===== config.mk =====
export PLATFORM = sky130hd
export DESIGN_NAME = utf16_to_utf8_stream_flat
export DESIGN_NICKNAME = d
export VERILOG_FILES = /design/src/rtl/u16u8_pkg.sv /design/src/rtl/u16u8_if.sv /design/src/rtl/u16u8_front.sv /design/src/rtl/u16u8_fifo.sv /design/src/rtl/u16u8_back.sv /design/src/rtl/utf16_to_utf8_stream.sv /design/src/flat_wrapper.sv
export SDC_FILE = /design/constraint.sdc
export NUM_CORES = 1
export LEC_CHECK = 0
export ABC_AREA = 0
export ABC_CLOCK_PERIOD_IN_PS = 3920
export BUFFER_PORTS_ARGS = -buffer_cell sky130_fd_sc_hd__buf_2
export CAP_MARGIN = 0
export CORE_UTILIZATION = 60
export DETAILED_ROUTE_END_ITERATION = 8
export PLACE_DENSITY = 0.78
export SLEW_MARGIN = 20
export SYNTH_ARGS = -nofsm -noshare
export SYNTH_HDL_FRONTEND = slang
export SYNTH_SLANG_ARGS = --single-unit

===== constraint.sdc =====
create_clock -name clk_i -period 3.92 [get_ports clk_i]
set_clock_uncertainty 0.2 [all_clocks]
set_input_delay 0 -clock clk_i [delete_from_list [all_inputs] [get_ports clk_i]]
set_output_delay 0 -clock clk_i [all_outputs]
set_load 0.1 [all_outputs]

===== src/rtl/u16u8_pkg.sv =====
package u16u8_pkg;

  // Byte-order mark bytes.
  localparam logic [7:0] BomFe = 8'hFE;
  localparam logic [7:0] BomFf = 8'hFF;

  // High surrogate range and the base of the supplementary planes.
  localparam logic [15:0] SurHighMin = 16'hD800;
  localparam logic [15:0] SurHighMax = 16'hDBFF;
  localparam logic [20:0] SuppBase   = 21'h10000;

  // Limits of the one- and two-byte encodings.
  localparam logic [15:0] OneByteMax = 16'h007F;
  localparam logic [15:0] TwoByteMax = 16'h07FF;

  // UTF-8 byte prefixes.
  localparam logic [1:0] ContPrefix  = 2'b10;
  localparam logic [2:0] Lead2Prefix = 3'b110;
  localparam logic [3:0] Lead3Prefix = 4'b1110;
  localparam logic [4:0] Lead4Prefix = 5'b11110;

  // Encoding length codes: number of output bytes minus one.
  localparam logic [1:0] Len1 = 2'd0;
  localparam logic [1:0] Len2 = 2'd1;
  localparam logic [1:0] Len3 = 2'd2;
  localparam logic [1:0] Len4 = 2'd3;

  localparam int unsigned DefaultQueueDepth = 4;

  // One character (or one mark error) waiting to be serialised.
  typedef struct packed {
    logic        err;
    logic [1:0]  len;
    logic [20:0] cp;
  } entry_t;

  // Write side of the queue.
  typedef struct packed {
    logic   valid;
    entry_t entry;
  } q_push_t;

  // Read side of the queue.
  typedef struct packed {
    logic   valid;
    entry_t entry;
  } q_head_t;

endpackage


===== src/rtl/u16u8_if.sv =====
interface u16u8_in_if;
  logic       valid;
  logic       ready;
  logic [7:0] in_byte;
  logic       stream_start;

  modport source (output valid, output in_byte, output stream_start, input ready);
  modport sink   (input valid, input in_byte, input stream_start, output ready);
endinterface

interface u16u8_out_if;
  logic       valid;
  logic       ready;
  logic [7:0] out_byte;
  logic       status;
  logic       last;

  modport source (output valid, output out_byte, output status, output last, input ready);
  modport sink   (input valid, input out_byte, input status, input last, output ready);
endinterface


===== src/rtl/u16u8_front.sv =====
module u16u8_front (
  input  logic                 clk_i,
  input  logic                 rst_ni,
  u16u8_in_if.sink             in_i,
  input  logic                 q_ready_i,
  output u16u8_pkg::q_push_t   push_o
);
  import u16u8_pkg::*;

  localparam logic [1:0] PhMark1 = 2'd0;
  localparam logic [1:0] PhMark2 = 2'd1;
  localparam logic [1:0] PhData  = 2'd2;
  localparam logic [1:0] PhHalt  = 2'd3;

  logic [1:0]  phase_q, phase_d, phase_eff;
  logic        le_q, le_d;
  logic [7:0]  mark_q, mark_d;
  logic [7:0]  held_q, held_d;
  logic        half_q, half_d;
  logic        sur_q, sur_d;
  logic [9:0]  hi_q, hi_d;
  logic        accept;
  logic [15:0] unit;
  logic [20:0] cp_supp;
  logic [1:0]  unit_len;
  q_push_t     push;

  assign in_i.ready = q_ready_i;
  assign accept     = in_i.valid && in_i.ready;
  assign phase_eff  = in_i.stream_start ? PhMark1 : phase_q;

  assign unit    = le_q ? {in_i.in_byte, held_q} : {held_q, in_i.in_byte};
  assign cp_supp = SuppBase + {1'b0, hi_q, unit[9:0]};

  always_comb begin
    if (unit <= OneByteMax) begin
      unit_len = Len1;
    end else if (unit <= TwoByteMax) begin
      unit_len = Len2;
    end else begin
      unit_len = Len3;
    end
  end

  always_comb begin
    phase_d = phase_q;
    le_d    = le_q;
    mark_d  = mark_q;
    held_d  = held_q;
    half_d  = half_q;
    sur_d   = sur_q;
    hi_d    = hi_q;
    push    = '0;
    if (accept) begin
      unique case (phase_eff)
        PhMark1: begin
          mark_d  = in_i.in_byte;
          phase_d = PhMark2;
        end
        PhMark2: begin
          half_d = 1'b0;
          sur_d  = 1'b0;
          if (mark_q == BomFe && in_i.in_byte == BomFf) begin
            le_d    = 1'b0;
            phase_d = PhData;
          end else if (mark_q == BomFf && in_i.in_byte == BomFe) begin
            le_d    = 1'b1;
            phase_d = PhData;
          end else begin
            phase_d          = PhHalt;
            push.valid       = 1'b1;
            push.entry.err   = 1'b1;
            push.entry.len   = Len1;
            push.entry.cp    = '0;
          end
        end
        PhData: begin
          if (!half_q) begin
            held_d = in_i.in_byte;
            half_d = 1'b1;
          end else begin
            half_d = 1'b0;
            if (sur_q) begin
              sur_d          = 1'b0;
              push.valid     = 1'b1;
              push.entry.len = Len4;
              push.entry.cp  = cp_supp;
            end else if (unit >= SurHighMin && unit <= SurHighMax) begin
              sur_d = 1'b1;
              hi_d  = unit[9:0];
            end else begin
              push.valid     = 1'b1;
              push.entry.len = unit_len;
              push.entry.cp  = {5'd0, unit};
            end
          end
        end
        PhHalt: begin
        end
        default: begin
        end
      endcase
    end
  end

  assign push_o = push;

  always_ff @(posedge clk_i or negedge rst_ni) begin
    if (!rst_ni) begin
      phase_q <= PhMark1;
      le_q    <= 1'b0;
      half_q  <= 1'b0;
      sur_q   <= 1'b0;
    end else begin
      phase_q <= phase_d;
      le_q    <= le_d;
      half_q  <= half_d;
      sur_q   <= sur_d;
    end
  end

  always_ff @(posedge clk_i) begin
    mark_q <= mark_d;
    held_q <= held_d;
    hi_q   <= hi_d;
  end

  // A character or an error is only ever produced by an accepted word.
  a_push_needs_accept: assert property (@(posedge clk_i) disable iff (!rst_ni)
    push_o.valid |-> accept)
    else $error("front pushed without an accepted word");

  // Once halted on a bad mark, only a new stream leaves the halt.
  a_halt_holds: assert property (@(posedge clk_i) disable iff (!rst_ni)
    (phase_q == PhHalt && !(accept && in_i.stream_start)) |=> phase_q == PhHalt)
    else $error("left halt without a stream start");
endmodule


===== src/rtl/u16u8_fifo.sv =====
module u16u8_fifo #(
  parameter int unsigned Depth = u16u8_pkg::DefaultQueueDepth
) (
  input  logic                 clk_i,
  input  logic                 rst_ni,
  input  u16u8_pkg::q_push_t   push_i,
  output logic                 ready_o,
  output u16u8_pkg::q_head_t   head_o,
  input  logic                 pop_i
);
  import u16u8_pkg::*;

  localparam int unsigned AddrW = (Depth > 1) ? $clog2(Depth) : 1;
  localparam int unsigned CntW  = $clog2(Depth + 1);
  localparam logic [AddrW-1:0] LastAddr = AddrW'(Depth - 1);
  localparam logic [CntW-1:0]  FullCnt  = CntW'(Depth);

  entry_t           mem_q [Depth];
  logic [AddrW-1:0] wr_q, wr_d, rd_q, rd_d;
  logic [CntW-1:0]  cnt_q, cnt_d;
  logic             do_push, do_pop;

  assign ready_o      = (cnt_q != FullCnt);
  assign do_push      = push_i.valid;
  assign do_pop       = pop_i && (cnt_q != '0);
  assign head_o.valid = (cnt_q != '0);
  assign head_o.entry = mem_q[rd_q];

  always_comb begin
    wr_d  = wr_q;
    rd_d  = rd_q;
    cnt_d = cnt_q;
    if (do_push) begin
      wr_d = (wr_q == LastAddr) ? '0 : wr_q + 1'b1;
    end
    if (do_pop) begin
      rd_d = (rd_q == LastAddr) ? '0 : rd_q + 1'b1;
    end
    if (do_push && !do_pop) begin
      cnt_d = cnt_q + 1'b1;
    end else if (do_pop && !do_push) begin
      cnt_d = cnt_q - 1'b1;
    end
  end

  always_ff @(posedge clk_i or negedge rst_ni) begin
    if (!rst_ni) begin
      wr_q  <= '0;
      rd_q  <= '0;
      cnt_q <= '0;
    end else begin
      wr_q  <= wr_d;
      rd_q  <= rd_d;
      cnt_q <= cnt_d;
    end
  end

  always_ff @(posedge clk_i) begin
    if (do_push) begin
      mem_q[wr_q] <= push_i.entry;
    end
  end

  // The front only writes when there is room.
  a_no_overflow: assert property (@(posedge clk_i) disable iff (!rst_ni)
    push_i.valid |-> ready_o)
    else $error("queue written while full");

  a_count_bound: assert property (@(posedge clk_i) disable iff (!rst_ni)
    cnt_q <= FullCnt)
    else $error("queue count beyond depth");
endmodule


===== src/rtl/u16u8_back.sv =====
module u16u8_back (
  input  logic                 clk_i,
  input  logic                 rst_ni,
  input  u16u8_pkg::q_head_t   head_i,
  output logic                 pop_o,
  u16u8_out_if.source          out_o
);
  import u16u8_pkg::*;

  entry_t     cur_q;
  logic       cur_v_q, cur_v_d;
  logic [1:0] idx_q, idx_d;
  logic       fire, is_last, pop;
  logic [7:0] byte_w;

  assign is_last = (idx_q == cur_q.len);
  assign fire    = cur_v_q && out_o.ready;
  assign pop     = head_i.valid && (!cur_v_q || (fire && is_last));
  assign pop_o   = pop;

  // Byte selection by encoding length and position within the character.
  always_comb begin
    byte_w = '0;
    if (!cur_q.err) begin
      unique case (cur_q.len)
        Len1: byte_w = {1'b0, cur_q.cp[6:0]};
        Len2: begin
          if (idx_q == 2'd0) byte_w = {Lead2Prefix, cur_q.cp[10:6]};
          else               byte_w = {ContPrefix, cur_q.cp[5:0]};
        end
        Len3: begin
          unique case (idx_q)
            2'd0:    byte_w = {Lead3Prefix, cur_q.cp[15:12]};
            2'd1:    byte_w = {ContPrefix, cur_q.cp[11:6]};
            default: byte_w = {ContPrefix, cur_q.cp[5:0]};
          endcase
        end
        Len4: begin
          unique case (idx_q)
            2'd0:    byte_w = {Lead4Prefix, cur_q.cp[20:18]};
            2'd1:    byte_w = {ContPrefix, cur_q.cp[17:12]};
            2'd2:    byte_w = {ContPrefix, cur_q.cp[11:6]};
            default: byte_w = {ContPrefix, cur_q.cp[5:0]};
          endcase
        end
        default: byte_w = '0;
      endcase
    end
  end

  assign out_o.valid    = cur_v_q;
  assign out_o.out_byte = byte_w;
  assign out_o.status   = cur_q.err;
  assign out_o.last     = is_last;

  always_comb begin
    cur_v_d = cur_v_q;
    idx_d   = idx_q;
    if (pop) begin
      cur_v_d = 1'b1;
      idx_d   = '0;
    end else if (fire) begin
      if (is_last) begin
        cur_v_d = 1'b0;
      end else begin
        idx_d = idx_q + 1'b1;
      end
    end
  end

  always_ff @(posedge clk_i or negedge rst_ni) begin
    if (!rst_ni) begin
      cur_v_q <= 1'b0;
      idx_q   <= '0;
    end else begin
      cur_v_q <= cur_v_d;
      idx_q   <= idx_d;
    end
  end

  always_ff @(posedge clk_i) begin
    if (pop) begin
      cur_q <= head_i.entry;
    end
  end

  // The byte position never runs past the character's length.
  a_idx_bound: assert property (@(posedge clk_i) disable iff (!rst_ni)
    cur_v_q |-> idx_q <= cur_q.len)
    else $error("byte index beyond encoding length");
endmodule


===== src/rtl/utf16_to_utf8_stream.sv =====
// A word that completes a character is written into the queue, then loaded into the
// back's character register before its first UTF-8 word appears. Throughput: one input
// word per cycle while the queue has room, one output word per cycle while out ready is
// high; the output serialiser sets the sustained rate for characters of three bytes.
// Reset: asynchronous, active low; the block waits for a first mark byte, queue empty.
module utf16_to_utf8_stream #(
  parameter int unsigned QueueDepth = u16u8_pkg::DefaultQueueDepth
) (
  input  logic         clk_i,
  input  logic         rst_ni,
  u16u8_in_if.sink     in_i,
  u16u8_out_if.source  out_o
);
  import u16u8_pkg::*;

  // The front checks the byte-order mark, pairs bytes into code units and
  // joins surrogates. Every finished character, or a mark error, is written
  // into the queue as one entry carrying the code point and its UTF-8 length.
  // The back takes one entry at a time and hands out one word per cycle while the
  // output is ready, marking the final word of each character. The queue lets the front keep
  // taking words while the back is still busy with a long encoding.
  q_push_t push;
  q_head_t head;
  logic    q_ready;
  logic    pop;

  u16u8_front u_front (
    .clk_i     (clk_i),
    .rst_ni    (rst_ni),
    .in_i      (in_i),
    .q_ready_i (q_ready),
    .push_o    (push)
  );

  u16u8_fifo #(
    .Depth (QueueDepth)
  ) u_fifo (
    .clk_i   (clk_i),
    .rst_ni  (rst_ni),
    .push_i  (push),
    .ready_o (q_ready),
    .head_o  (head),
    .pop_i   (pop)
  );

  // The back holds the current character in its own register, which acts
  // as the output register: a new entry is loaded in the same cycle that
  // the last word of the previous one is taken.
  u16u8_back u_back (
    .clk_i  (clk_i),
    .rst_ni (rst_ni),
    .head_i (head),
    .pop_o  (pop),
    .out_o  (out_o)
  );

  // An error word always ends its own group.
  a_err_is_last: assert property (@(posedge clk_i) disable iff (!rst_ni)
    (out_o.valid && out_o.status) |-> (out_o.last && out_o.out_byte == 8'h00))
    else $error("error word malformed");
endmodule


===== src/flat_wrapper.sv =====
// flat-port wrapper written by rule: the top's interface ports become plain ports
module utf16_to_utf8_stream_flat import u16u8_pkg::*;
#(
  parameter int unsigned QueueDepth = u16u8_pkg::DefaultQueueDepth
)
  (clk_i, rst_ni, in_i_valid, in_i_in_byte, in_i_stream_start, in_i_ready, out_o_valid, out_o_out_byte, out_o_status, out_o_last, out_o_ready);
  u16u8_in_if in_i_i ();
  u16u8_out_if out_o_i ();
  input  logic clk_i;
  input  logic rst_ni;
  input wire logic [$bits(in_i_i.valid)-1:0] in_i_valid;
  input wire logic [$bits(in_i_i.in_byte)-1:0] in_i_in_byte;
  input wire logic [$bits(in_i_i.stream_start)-1:0] in_i_stream_start;
  output wire logic [$bits(in_i_i.ready)-1:0] in_i_ready;
  output wire logic [$bits(out_o_i.valid)-1:0] out_o_valid;
  output wire logic [$bits(out_o_i.out_byte)-1:0] out_o_out_byte;
  output wire logic [$bits(out_o_i.status)-1:0] out_o_status;
  output wire logic [$bits(out_o_i.last)-1:0] out_o_last;
  input wire logic [$bits(out_o_i.ready)-1:0] out_o_ready;
  assign in_i_i.valid = in_i_valid;
  assign in_i_i.in_byte = in_i_in_byte;
  assign in_i_i.stream_start = in_i_stream_start;
  assign in_i_ready = in_i_i.ready;
  assign out_o_valid = out_o_i.valid;
  assign out_o_out_byte = out_o_i.out_byte;
  assign out_o_status = out_o_i.status;
  assign out_o_last = out_o_i.last;
  assign out_o_i.ready = out_o_ready;
  utf16_to_utf8_stream #(.QueueDepth(QueueDepth)) u_core (.clk_i(clk_i), .rst_ni(rst_ni), .in_i(in_i_i), .out_o(out_o_i));
endmodule

Word-level counts from Yosys, hierarchy flattened
Memory sizes are Yosys's and may differ from the RTL's. A register that Yosys moved wholly into a read port is not among the register bits.
Index checks and enable logic that the tools add are counted.
W data, S select, Z words.
{"block": "word_totals", "register_bits": 41, "ram_bits": 96, "output_inout_bits": 12, "wordCells": 119, "n_memories": 1}
{"name": "u_core.u_fifo.mem_q", "words": 4, "width": 24, "rd": 1, "rd_clocked_by_memory_dff": 1, "wr": 1, "line": "u16u8_fifo.sv:18", "rtl": "entry_t mem_q [Depth];"}
{"block": "op_classes", "add_sub_neg": 6, "order_cmp": 4, "eq_ne": 17, "mux": 44, "n_bitwise": 2, "reduce_logical": 33}
{"op": "$mux W25", "n": 3}
{"op": "$mux W23", "n": 3}
{"op": "$pmux W23 S2", "n": 1}
{"op": "$eq A8 B8 Y1 const B", "n": 4}
{"op": "$pmux W8 S4", "n": 1}
{"op": "$add A17 B20 Y21 const A", "n": 1}
{"op": "$pmux W7 S3", "n": 1}
{"op": "$mux W1", "n": 17}
{"op": "$ge A16 B16 Y1 const B", "n": 1}
{"op": "$le A16 B11 Y1 const B", "n": 1}
{"op": "$le A16 B16 Y1 const B", "n": 1}
{"op": "$le A16 B7 Y1 const B", "n": 1}
{"op": "$mux W16", "n": 1}
{"op": "$mux W2", "n": 8}
{"op": "$pmux W7 S2", "n": 1}
{"op": "$eq A2 B2 Y1 const B", "n": 6}
{"op": "$reduce_bool A2 Y1", "n": 6}
{"op": "$logic_and A1 B1 Y1", "n": 10}
{"op": "$reduce_and A2 Y1", "n": 5}
{"op": "$reduce_and A3 Y1", "n": 3}
{"op": "$mux W8", "n": 1}
{"op": "$mux W7", "n": 1}
{"op": "$add A2 B1 Y2 const B", "n": 3}
{"op": "$eq A2 B1 Y1 const B", "n": 3}
{"op": "15 further kinds", "n": 23}

Logic depth before layout (Yosys ltp)
Gate-level depths: netlist (run 1).
{"block": "logic_depth", "depth_word": 13, "mapped_depth": 13}

By module
From an unflattened synthesis (run 1), not the netlist that was laid out.
{"block": "hier_totals", "hier_cells": 443, "area_unflattened_um2": 7118.1}
{"mod": "u16u8_fifo", "n_inst": 1, "cells_per_inst": 164, "area_per_inst_um2": 3932.5, "seq_area_each_um2": 3057.9}
{"mod": "u16u8_front", "n_inst": 1, "cells_per_inst": 153, "area_per_inst_um2": 1709.1, "seq_area_each_um2": 905.9}
{"mod": "u16u8_back", "n_inst": 1, "cells_per_inst": 126, "area_per_inst_um2": 1476.4, "seq_area_each_um2": 795.8}

Least setup slack after synthesis (run 1)
Ideal clock, no wire load.
{"block": "synth_path", "path_kind": "register to register", "from": "reg u_core.u_back.cur_q[22] (netlist name)", "to": "reg u_core.u_fifo.cnt_q[1]", "t_arrival_ps": 4152, "t_required_ps": 3595, "slack_ps": -557, "stages_incl_launch_ff": 11, "cell_sequence": "edfxtp_1 > buf_2 > xor2_1 > nor2_1 > nand2_1 > a21oi_2 > inv_1 > ha_1 > inv_1 > fa_1 > mux2_2"}
{"block": "synth_between", "elab_chain_len": 8}
{"element": "$eq A2 B2 Y1", "line": "u16u8_back.sv:16", "rtl": "assign is_last = (idx_q == cur_q.len);"}
{"element": "net out_o_last", "line": "flat_wrapper.sv:18", "rtl": "output wire logic [$bits(out_o_i.last)-1:0] out_o_last;"}
{"element": "$logic_and A1 B1 Y1", "line": "u16u8_back.sv:18", "rtl": "assign pop = head_i.valid && (!cur_v_q || (fire && is_last));"}
{"element": "$logic_or A1 B1 Y1", "line": "u16u8_back.sv:18"}
{"element": "$logic_and A1 B1 Y1", "line": "u16u8_back.sv:18"}
{"element": "net u_core.pop", "line": "utf16_to_utf8_stream.sv:25", "rtl": "logic pop;"}
{"element": "$logic_and A1 B1 Y1", "line": "u16u8_fifo.sv:25", "rtl": "assign do_pop = pop_i && (cnt_q != '0);"}
{"element": "$logic_not A1 Y1", "line": "u16u8_fifo.sv:39", "rtl": "if (do_push && !do_pop) begin"}
{"element": "$logic_and A1 B1 Y1", "line": "u16u8_fifo.sv:39"}
{"element": "$mux W3", "line": "u16u8_fifo.sv:39"}
{"element": "net u_core.u_fifo.cnt_d[1]", "line": "u16u8_fifo.sv:20", "rtl": "logic [CntW-1:0] cnt_q, cnt_d;"}
{"element": "end signal, assigned", "line": "u16u8_fifo.sv:54", "rtl": "cnt_q <= cnt_d;"}
{"element": "end, declared", "line": "u16u8_fifo.sv:20"}
The timed path passes the listed nets, and every way through them passes these cells.
A chain may end at the register's enable or synchronous reset.

Worst setup path after layout (run 1)
{"block": "layout_path", "from": "reg u_core.u_back.idx_q[0]", "to": "out out_o_out_byte[0]"}
{"block": "layout_between", "elab_chain_len": 4}
{"element": "start, declared", "line": "u16u8_back.sv:12", "rtl": "logic [1:0] idx_q, idx_d;"}
{"element": "start signal, assigned", "line": "u16u8_back.sv:77", "rtl": "idx_q <= idx_d;"}
{"element": "$eq A2 B2 Y1 (tied with other cells)", "line": "u16u8_back.sv:39", "rtl": "unique case (idx_q)"}
{"element": "$pmux W7 S3 (tied with other cells)", "line": "u16u8_back.sv:39"}
{"element": "$pmux W8 S4 *", "line": "u16u8_back.sv:25", "rtl": "unique case (cur_q.len)"}
{"element": "$mux W8 *", "line": "u16u8_back.sv:24", "rtl": "if (!cur_q.err) begin"}
{"element": "end, declared", "line": "flat_wrapper.sv:16", "rtl": "output wire logic [$bits(out_o_i.out_byte)-1:0] out_o_out_byte;"}
Mark *: on every way between the ends. The rest lies on a longest branch, timed or not.

==> results of run 1 <==
[worst paths after layout]
kind / to / slack [ns] / cells past startpoint
setup / recovery: out_o_out_byte[0] / 0.86 / 8
min in group asynchronous: u_core.u_fifo.rd_q[1] / 0.58 / 3
hold / removal: u_core.u_front.held_q[0] / 0.17 / 2
setup reg to reg: u_core.u_fifo.cnt_q[2] / 0.88 / 13
hold reg to reg: u_core.u_front.phase_q[1] / 0.31 / 1
max in group asynchronous: u_core.u_fifo.rd_q[1] / 2.36 / 3
[cell type report]
type | instances | share of cell area, %
Sequential cell | 161 | 60.3
Multi-Input combinational cell | 216 | 24.3
Clock buffer | 18 | 5.43
Timing Repair Buffer | 46 | 4.05
Clock inverter | 14 | 2.68
Tap cell | 140 | 2.22
Inverter | 22 | 1.05
[synth_stat cells, types with 2 or more instances]
cell / count / area (um2)
edfxtp_1: 146 / 4380
nor2_1: 31 / 116
mux4_2: 24 / 541
inv_1: 22 / 82.6
dfrtp_1: 15 / 375
ha_1: 14 / 175
nand2_1: 14 / 52.6
a21oi_1: 13 / 65.1
nor2b_1: 13 / 81.3
o21ai_0: 12 / 60.1
mux2_2: 10 / 113
mux2i_1: 9 / 90.1
buf_2: 8 / 40.0
o22ai_1: 8 / 50.1
clkbuf_1: 7 / 26.3
nand3_1: 7 / 35.0
xor2_1: 6 / 52.6
a22o_1: 4 / 35.0
nand2b_1: 4 / 25.0
a222oi_1: 3 / 30.0
and2_1: 3 / 18.8
and3_1: 3 / 18.8
nor3_1: 3 / 15.0
a31oi_1: 2 / 12.5
a41oi_1: 2 / 17.5
mux2_4: 2 / 30.0
nand3b_1: 2 / 15.0
nand4_1: 2 / 12.5
nand4b_1: 2 / 17.5
or2_2: 2 / 12.5
or3b_1: 2 / 17.5
xnor2_1: 2 / 17.5
[timing repair]
item,4_1_cts,5_1_grt
endpoints found under the setup margin,0,0
hold buffers,14,0
hold endpoints to repair,75,0
[metal layers]
layer | up-vias | global-route usage, %
met3 | 18 | 6.16
met1 | 1865 | 31.2
met2 | 149 | 40.6
met5 | - | 0
met4 | 0 | 9.17
li1 | 1700 | -
[sequential cells by signal, indices dropped and copies added (netlist names)]
signal,flops
u_core.u_fifo.mem_q,96
u_core.u_front.phase_q,2
u_core.u_front.le_q,1
u_core.u_back.idx_q,2
u_core.u_fifo.cnt_q,3
u_core.u_fifo.rd_q,2
u_core.u_front.hi_q,10
u_core.u_back.out_o.valid,1
u_core.u_fifo.wr_q,2
u_core.u_front.held_q,8
u_core.u_front.mark_q,8
u_core.u_front.sur_q,1
u_core.u_front.half_q,1
u_core.u_back.out_o.status,1
u_core.u_back.cur_q,23
[where the power goes]
part | leakage (uW) | internal, uW | total [uW] | switching (uW)
clock | 0.000302 | 1130 | 1770 | 647
combinational | 0.00104 | 561 | 1550 | 992
sequential | 0.00148 | 2150 | 2370 | 224
total | 0.00282 | 3830 | 5700 | 1860
[metrics by stage]
stage	utilization [%]	instance area [um2]	setup WS [ns]	hold WS (ns)
2_1_floorplan	-	6830	0.327	-0.496
3_3_place_gp	65.1	7120	1.09	-0.262
3_5_place_dp	65.1	7120	0.957	-0.253
4_1_cts	72.2	7900	0.851	0.148
5_1_grt	72.3	7900	0.601	0.179
6_report	72.3	7900	0.861	0.172
[worst max-delay path, cell delays in order (launching register included)]
cell and delay [ns]:
dfrtp_1 0.44, inv_1 0.14, ha_1 0.28, nor2b_1 0.19, a21oi_1 0.06, o21ai_0 0.47
a222oi_1 0.24, o22ai_1 0.17, buf_2 0.45
[kinds of logic after synthesis]
family                   share of synthesized area [%]
AO/OA/AOI/OAI                                     5.52
multiplexers                                      11.3
AND/OR/NAND/NOR                                   7.17
flip-flops                                        69.8
XOR/XNOR                                          1.03
adder cells (fa/ha/maj)                           2.86
buffers and inverters                             2.29
==> out/metrics.cfg, run 1 <==
[status]
status=finished, final reports clean

[timing]
slew_headroom_pct=42.3
rsz0062_at_grt=no
fin_crit_ns=3.06
period_share_pct=78.0
finalSetupTns_ns=0
clock.fmax_mhz=327
finalHoldViolations=0
tightest_slew_ns=0.865
drv_slew=0
setup_violations=0

[logic_synthesis]
syn_nets=443
syn_inst=415
ys_seq_area_share_pct=69.8
syn_area_mm2=0.00682
async_reset_ff_share_pct=9.32
synth_warnings=0
synth_edf_count=146
avgSynthCellArea_um2=16.4
ys.flop_type=edfxtp_1
ys_ff_latch=161
synth_cell_type_count=50

[run]
drv_cap=0

[routing]
drc=0
routed.top_layer=met4
firstDrtPassIters=5
m1WireLength_um=5490
drt_wl_total_um=13100
num_vias=3732
wl_met2_um=6820
route.antenna.remaining_nets=0
via_per_inst=6.05
routedWlPerCell_um=21.2
met3_wirelength_um=618
drt_iter0_drc=415

[global_routing]
first_global_vias=3791
grt_usage_pct=24.4
grt_max_degree=28
antenna_found_initial=0
grt-ovfl-total=0
grt_first_pass_wirelength_um=20100

[finish]
fillCellCount=657
layout-drive-gt1-share_pct=23.1
multi_input_area_mm2=0.00192
layout_commonest_cell=edfxtp_1
regArea_mm2=0.00476
area_growth_pct=15.9
final_cell_mix=146 x edfxtp_1, 30 x nor2_1, 24 x mux4_2, 24 x buf_2, 22 x inv_1
fin_cells=617
nNetsFinal=492
num_antenna_cells=0

[worst_setup_path]
arrival_ns=2.86
startpoint_type=flip-flop
required_ns=3.72
critPathCaptureType=output port
critPathMaxFanout=7
worstSetupPathType=flip-flop to output port
timing.rr.start=u_core.u_front.phase_q[1]
critical_path.startpoint=u_core.u_back.idx_q[0]

[die]
die_x_um=109
fp.coreArea_mm2=0.0109
die_area_mm2=0.0118
die_h_um=109
initial_utilization_pct=62.4
num_rows=38
num_io_pins=25

[clock_tree]
cts_made_buffers=17
h-tree-depth=4
ctsResizeCount=0
clkSinkCount=161
clk_latency_ns=0.42
post_cts_buffers=0
path_clk_slew_ns=0.06
cts_buffer_depth=2
cts_tree=yes
cts_root_buf=clkbuf_16

[worst_hold_path]
hold_path.class=input pin to flip-flop
hp-start=in_i_in_byte[0]

[placed_design]
io_buffers=24
dp_cells=571
gp_congestion=0.763
post-dp-hpwl_um=8060

[power]
power_density_mw_per_mm2=721
p_leak_uw=0.00282
total_power_uw=5700
ir_drop_mv=0.677

Power figures use the tool's default switching activity.
==> inputs of run 2 (changes only) <==
--- a/config.mk
+++ b/config.mk
@@ -6,12 +6,12 @@
 export NUM_CORES = 1
 export LEC_CHECK = 0
 export ABC_AREA = 0
-export ABC_CLOCK_PERIOD_IN_PS = 3920
+export ABC_CLOCK_PERIOD_IN_PS = 2700
 export BUFFER_PORTS_ARGS = -buffer_cell sky130_fd_sc_hd__buf_2
 export CAP_MARGIN = 0
-export CORE_UTILIZATION = 60
+export CORE_UTILIZATION = 55
 export DETAILED_ROUTE_END_ITERATION = 8
-export PLACE_DENSITY = 0.78
+export PLACE_DENSITY = 0.75
 export SLEW_MARGIN = 20
 export SYNTH_ARGS = -nofsm -noshare
 export SYNTH_HDL_FRONTEND = slang
==> constraint.sdc (replaced) <==
create_clock -name clk_i -period 2.7 [get_ports clk_i]
set_clock_uncertainty 0.2 [all_clocks]
set_input_delay 0 -clock clk_i [delete_from_list [all_inputs] [get_ports clk_i]]
set_output_delay 0 -clock clk_i [all_outputs]
set_load 0.1 [all_outputs]
==> run 2 against run 1 <==
Compared with the run above:
- worst setup slack got worse by 0.74 ns
- worst hold slack improved by 0.0025 ns
- sequential share of layout area fell by 2.8 points
- power rose by 50%
- via count fell by 1.0%
- largest cell class unchanged
- highest routed layer unchanged
==> out/metrics.cfg, run 2 (synthesis gave the netlist of run 1 again) <==
[placed_design]
dp_cells=612  ; +7.2%
io_buffers=24  ; unchanged
post-dp-hpwl_um=7640  ; -5.2%
dpl_worst_slack_ns=0.0170  ; -0.940 ns
gp_congestion=0.782  ; +2.5%

[run]
drv_cap=0  ; unchanged

[timing]
layout_setup_ws_ns=0.117  ; -0.743 ns
finalHoldViolations=0  ; unchanged
finalSetupTns_ns=0  ; unchanged
drv_slew=0  ; unchanged
clock.fmax_mhz=387
tightest_slew_ns=0.835  ; -0.0303 ns
period_share_pct=95.6
fin_crit_ns=2.58
slew_headroom_pct=44.1  ; +1.8 points
setup_violations=0  ; unchanged

[finish]
layout-drive-gt1-share_pct=30.6  ; +7.5 points
final_cell_mix=146 x edfxtp_1, 30 x nor2_1, 24 x mux4_2
largestRegisters=u_core.u_fifo.mem_q (96), u_core.u_back.cur_q (23), u_core.u_front.hi_q (10)
nNetsFinal=510  ; +3.7%
layout_commonest_cell=edfxtp_1
fin_cells=662  ; +7.3%
area_growth_pct=21.5
largest_reg_flops=96  ; unchanged
num_antenna_cells=0  ; unchanged
regMostFlops=u_core.u_fifo.mem_q

[worst_setup_path]
rr_worst_depth=9  ; -4
critPathCaptureType=flip-flop
worstSetupPathType=flip-flop to flip-flop
startpoint_type=flip-flop
critPathMaxFanout=6  ; -1
required_ns=2.80  ; -0.92 ns
arrival_ns=2.69  ; -0.17 ns

[clock_tree]
cts_tree=yes
path_clk_slew_ns=0.06  ; about the same
cts_root_buf=clkbuf_16
h-tree-depth=4  ; unchanged
clk_latency_ns=0.42  ; about the same
clkSinkCount=161  ; unchanged
cts_made_buffers=17  ; unchanged
cts_buffer_depth=2  ; unchanged

[global_routing]
first_global_vias=3850  ; +1.6%
antenna_found_initial=0  ; unchanged
grt_max_degree=28  ; unchanged
grt-ovfl-total=0  ; unchanged
grt_usage_pct=21.1  ; -3.3 points
grt_first_pass_wirelength_um=19700  ; -2.0%

[power]
power_density_mw_per_mm2=1030  ; +43%
ir_drop_mv=0.542  ; -20%
p_leak_uw=0.00293  ; +3.8%

[die]
fp.coreArea_mm2=0.0121  ; +10%
num_rows=40  ; +5.3%
die_area_mm2=0.0128  ; +8.9%
die_h_um=113  ; +4.4%
die_x_um=113  ; +4.4%
num_io_pins=25  ; unchanged
initial_utilization_pct=56.5  ; -5.8 points

[worst_hold_path]
hold_depth=2  ; unchanged
hold_path.class=input pin to flip-flop

[routing]
route.antenna.remaining_nets=0  ; unchanged
drt_wl_total_um=12300  ; -6.3%
firstDrtPassIters=5  ; unchanged
num_vias=3693  ; -1.0%
via_per_inst=5.58  ; -7.8%
drt_iter0_drc=234  ; -44%
routedWlPerCell_um=18.5  ; -13%
drc=0  ; unchanged

[status]
status=finished, final reports clean

==> run 2: cell types whose count changed in the layout (fill, tap and decap cells not counted), moves of 5 or more <==
cell,previous run,this run
buf_12,0,9
buf_2,24,19
buf_4,8,23
ha_1,14,8
o22ai_1,8,3
o22ai_2,0,5
==> run 2: area by class of cell <==
class                           instances  area [um2]
Sequential cell                       161        4760
Fill cell                             783        3780
Multi-Input combinational cell        216        2040
Timing Repair Buffer                   64         578
Clock buffer                           18         429
Tap cell                              168         210
Clock inverter                         13         188
Inverter                               22        82.6
==> run 2: final timing paths <==
kind	slack [ns]	to	startpoint
worst max-delay path	0.12	u_core.u_fifo.cnt_q[1]	u_core.u_fifo.cnt_q[1]
worst min-delay path	0.17	u_core.u_front.held_q[1]	in_i_in_byte[1]
worst max register to register	0.12	u_core.u_fifo.cnt_q[1]	u_core.u_fifo.cnt_q[1]
worst min register to register	0.32	u_core.u_fifo.cnt_q[2]	u_core.u_fifo.cnt_q[2]
max in group asynchronous	1.18	u_core.u_back.idx_q[1]	rst_ni
min in group asynchronous	0.55	u_core.u_fifo.wr_q[1]	rst_ni
==> run 2: metrics by stage <==
step                utilization (%)  hold slack (ns)  cell area (um2)  total power, uW
floorplan                         -           -0.496             6900             5300
global placement               61.7           -0.247             7440             5940
detailed placement             61.7           -0.243             7440             6010
CTS                            68.0            0.146             8200             8520
global route                   68.7            0.172             8280             8900
finish                         68.7            0.175             8280             8540
==> run 2: report_power, final <==
group / internal, uW / switching (uW) / total, uW
Clock: 1540 / 921 / 2460
Combinational: 1120 / 1690 / 2810
Sequential: 3120 / 157 / 3270
==> run 2: metal layers <==
metal / GRT usage (%) / part of all wire, %
met4: 6.84 / 0.77
met3: 5.30 / 3.9
met5: 0 / 0
met2: 35.8 / 51
met1: 26.7 / 44
==> run 2: what timing repair did <==
item / 4_1_cts / 5_1_grt
cloned: 0 / 0
resized for setup: 2 / 14
setup buffers: 1 / 5
pin swaps: 0 / 8
hold endpoints to repair: 68 / 0
setup endpoints to repair: 5 / 7
hold buffers: 13 / 0
==> run 2: worst max-delay path: stages (launching register included) <==
cell,delay (ns)
dfrtp_1,0.42
or3b_4,0.44
and2_1,0.19
nand3_1,0.10
o22a_4,0.15
inv_2,0.04
ha_4,0.15
inv_1,0.07
fa_2,0.44
mux2_2,0.27
==> inputs of run 3 (changes only) <==
--- a/config.mk
+++ b/config.mk
@@ -7,11 +7,10 @@
 export LEC_CHECK = 0
 export ABC_AREA = 0
 export ABC_CLOCK_PERIOD_IN_PS = 2700
-export BUFFER_PORTS_ARGS = -buffer_cell sky130_fd_sc_hd__buf_2
 export CAP_MARGIN = 0
-export CORE_UTILIZATION = 55
+export CORE_UTILIZATION = 37
 export DETAILED_ROUTE_END_ITERATION = 8
-export PLACE_DENSITY = 0.75
+export DONT_BUFFER_PORTS = 1
 export SLEW_MARGIN = 20
 export SYNTH_ARGS = -nofsm -noshare
 export SYNTH_HDL_FRONTEND = slang
==> run 3 against run 2 <==
Compared with the run above:
- first-iteration DRC count is 0.85% higher
- worst setup slack worse by 0.016 ns
- final cell count grew 8.5%
- sequential cell count did not move
- wire length increased by 2.8%
- clock power fell by 3%
- largest cell class unchanged
==> out/metrics.cfg, run 3 (synthesis gave the netlist of run 1 again) <==
[status]
status=finished, final reports clean

[worst_setup_path]
critPathCaptureType=flip-flop
timing.rr.start=u_core.u_fifo.cnt_q[2]
worstSetupPathType=flip-flop to flip-flop
rr_worst_depth=11  ; +2
arrival_ns=2.75  ; +0.06 ns
crit_cells=11  ; +2
cp_common_cell=xor2_1
cp_slowest_cell=dfrtp_1
critPathBufInv=2  ; unchanged
crit_chain=or3b_4, nand4_4, a21o_4, o22a_4, inv_2, ha_4, inv_1, fa_1, xor2_1, nor2_1, xor2_1
max_stage_delay_ns=0.40  ; -0.04 ns
required_ns=2.85  ; +0.05 ns
crit_end=u_core.u_fifo.cnt_q[2]
reg2reg_to=u_core.u_fifo.cnt_q[2]
startpoint_type=flip-flop
critPathMaxFanout=5  ; -1
critical_path.startpoint=u_core.u_fifo.cnt_q[2]
r2r_slack_ns=0.10  ; -0.02 ns
cpLargestDelayFamily=simple AND/OR/NAND/NOR gates

[power]
total_power_uw=8510  ; -0.38%
power_density_mw_per_mm2=1020  ; -0.96%
ir_drop_mv=1.03  ; +91%
p_leak_uw=0.00291  ; -0.62%

[routing]
drc=0  ; unchanged
num_vias=3646  ; -1.3%
drt_iter0_drc=236  ; +0.85%
route.antenna.remaining_nets=0  ; unchanged
firstDrtPassIters=5  ; unchanged
routedWlPerCell_um=17.6  ; -5.2%
via_per_inst=5.08  ; -9.0%
drt_wl_total_um=12600  ; +2.8%

[clock_tree]
clkSinkCount=161  ; unchanged
cts_buffer_depth=2  ; unchanged
cts_root_buf=clkbuf_16
cts_tree=yes
h-tree-depth=4  ; unchanged
cts_made_buffers=17  ; unchanged
path_clk_slew_ns=0.06  ; about the same
clk_latency_ns=0.42  ; about the same

[timing]
tightest_slew_ns=0.836  ; +0.000696 ns
drv_slew=0  ; unchanged
clock.fmax_mhz=385  ; -0.62%
period_share_pct=96.2  ; +0.60 points
slew_headroom_pct=44.1  ; -0.047 points
finalHoldViolations=0  ; unchanged
rsz0062_at_grt=no
fin_crit_ns=2.60  ; +0.0162 ns
setup_violations=0  ; unchanged
finalSetupTns_ns=0  ; unchanged

[die]
num_rows=49  ; +23%
die_area_mm2=0.0190  ; +48%
initial_utilization_pct=37.8  ; -19 points
num_io_pins=25  ; unchanged
die_x_um=138  ; +22%
fp.coreArea_mm2=0.0180  ; +49%
die_h_um=138  ; +22%

[run]
drv_cap=0  ; unchanged

[global_routing]
first_global_vias=3661  ; -4.9%
grt_first_pass_wirelength_um=19500  ; -1.1%
grt_usage_pct=14.4  ; -6.6 points
antenna_found_initial=0  ; unchanged
grt_max_degree=28  ; unchanged
grt-ovfl-total=0  ; unchanged

[finish]
area_growth_pct=22.2
nNetsFinal=504  ; -1.2%
num_antenna_cells=0  ; unchanged
final_cell_mix=146 x edfxtp_1, 36 x buf_4, 30 x nor2_1
largestRegisters=u_core.u_fifo.mem_q (96), u_core.u_back.cur_q (23), u_core.u_front.hi_q (10)
fillCellCount=1576  ; +100%
layout-drive-gt1-share_pct=30.3  ; -0.30 points
largest_reg_flops=96  ; unchanged
design_area_mm2=0.00833  ; +0.59%
regMostFlops=u_core.u_fifo.mem_q
layout_commonest_cell=edfxtp_1

[worst_hold_path]
hold_path.class=input pin to flip-flop
hold_depth=4  ; +2
hp-start=in_i_in_byte[4]

[placed_design]
post-dp-hpwl_um=8150  ; +6.8%
io_buffers=0  ; -100%
place_area_mm2=0.00744  ; about the same
gp_congestion=0.748  ; -4.4%

-- run 3: tightest hold or removal path, delay by kind of cell --
family / cells / cell delay, ns
and+or+nand+nor: 3 / 0.32
AOI/OAI and AO/OA: 1 / 0.16
-- run 3: what timing repair did --
item,4_1_cts,5_1_grt
hold buffers,13,0
pin swaps,2,5
gates resized for setup,10,16
gates cloned,0,0
setup buffers,4,8
setup endpoints to repair,6,7
endpoints found under the hold margin,182,0
-- run 3: final cells by class --
type / instances / area (um2) / share of cell area [%]
flip-flops and latches: 161 / 4760 / 57.1
clock inverters: 15 / 166 / 2.00
inverters: 22 / 82.6 / 0.991
multi-input cells: 216 / 2060 / 24.7
clock buffers: 17 / 425 / 5.11
repair buffers: 58 / 554 / 6.65
well taps: 229 / 287 / 3.44
-- run 3: per-stage QoR --
| step | util (%) | hold slack, ns | std cells | setup slack, ns |
|---|---|---|---|---|
| finish | 46.2 | 0.0431 | 718 | 0.101 |
| global route | 46.2 | 0.0598 | 718 | 0.0150 |
| CTS | 45.6 | 0.00800 | 711 | -0.00548 |
| detailed placement | 41.3 | -0.495 | 662 | 0.0165 |
| global placement | 41.3 | -0.495 | 662 | 0.108 |
| floorplan | - | -0.496 | 415 | -0.498 |
-- run 3: worst min path at each step --
stage	end	slack [ns]
final	u_core.u_fifo.mem_q[2][22]	0.04
after global routing	u_core.u_fifo.mem_q[2][22]	0.06
after CTS	u_core.u_fifo.mem_q[0][12]	0.008
after detailed placement	u_core.u_back.idx_q[1]	-0.50
after global placement	u_core.u_back.idx_q[0]	-0.49
after floorplan	u_core.u_back.idx_q[0]	-0.50
-- run 3: routing by layer --
| layer | track usage (%) | share of wire, % | up-vias |
|---|---|---|---|
| met5 | 0 | 0 | - |
| met4 | 4.41 | 1.0 | 0 |
| met3 | 4.67 | 5.5 | 15 |
| met2 | 22.6 | 47 | 73 |
| met1 | 19.1 | 46 | 1826 |
| li1 | - | - | 1732 |
-- run 3: power by group --
group / total [uW] / switching [uW] / internal, uW
Clock: 2380 / 932 / 1440
Sequential: 3270 / 155 / 3120
Combinational: 2870 / 1730 / 1140
Total: 8510 / 2820 / 5690
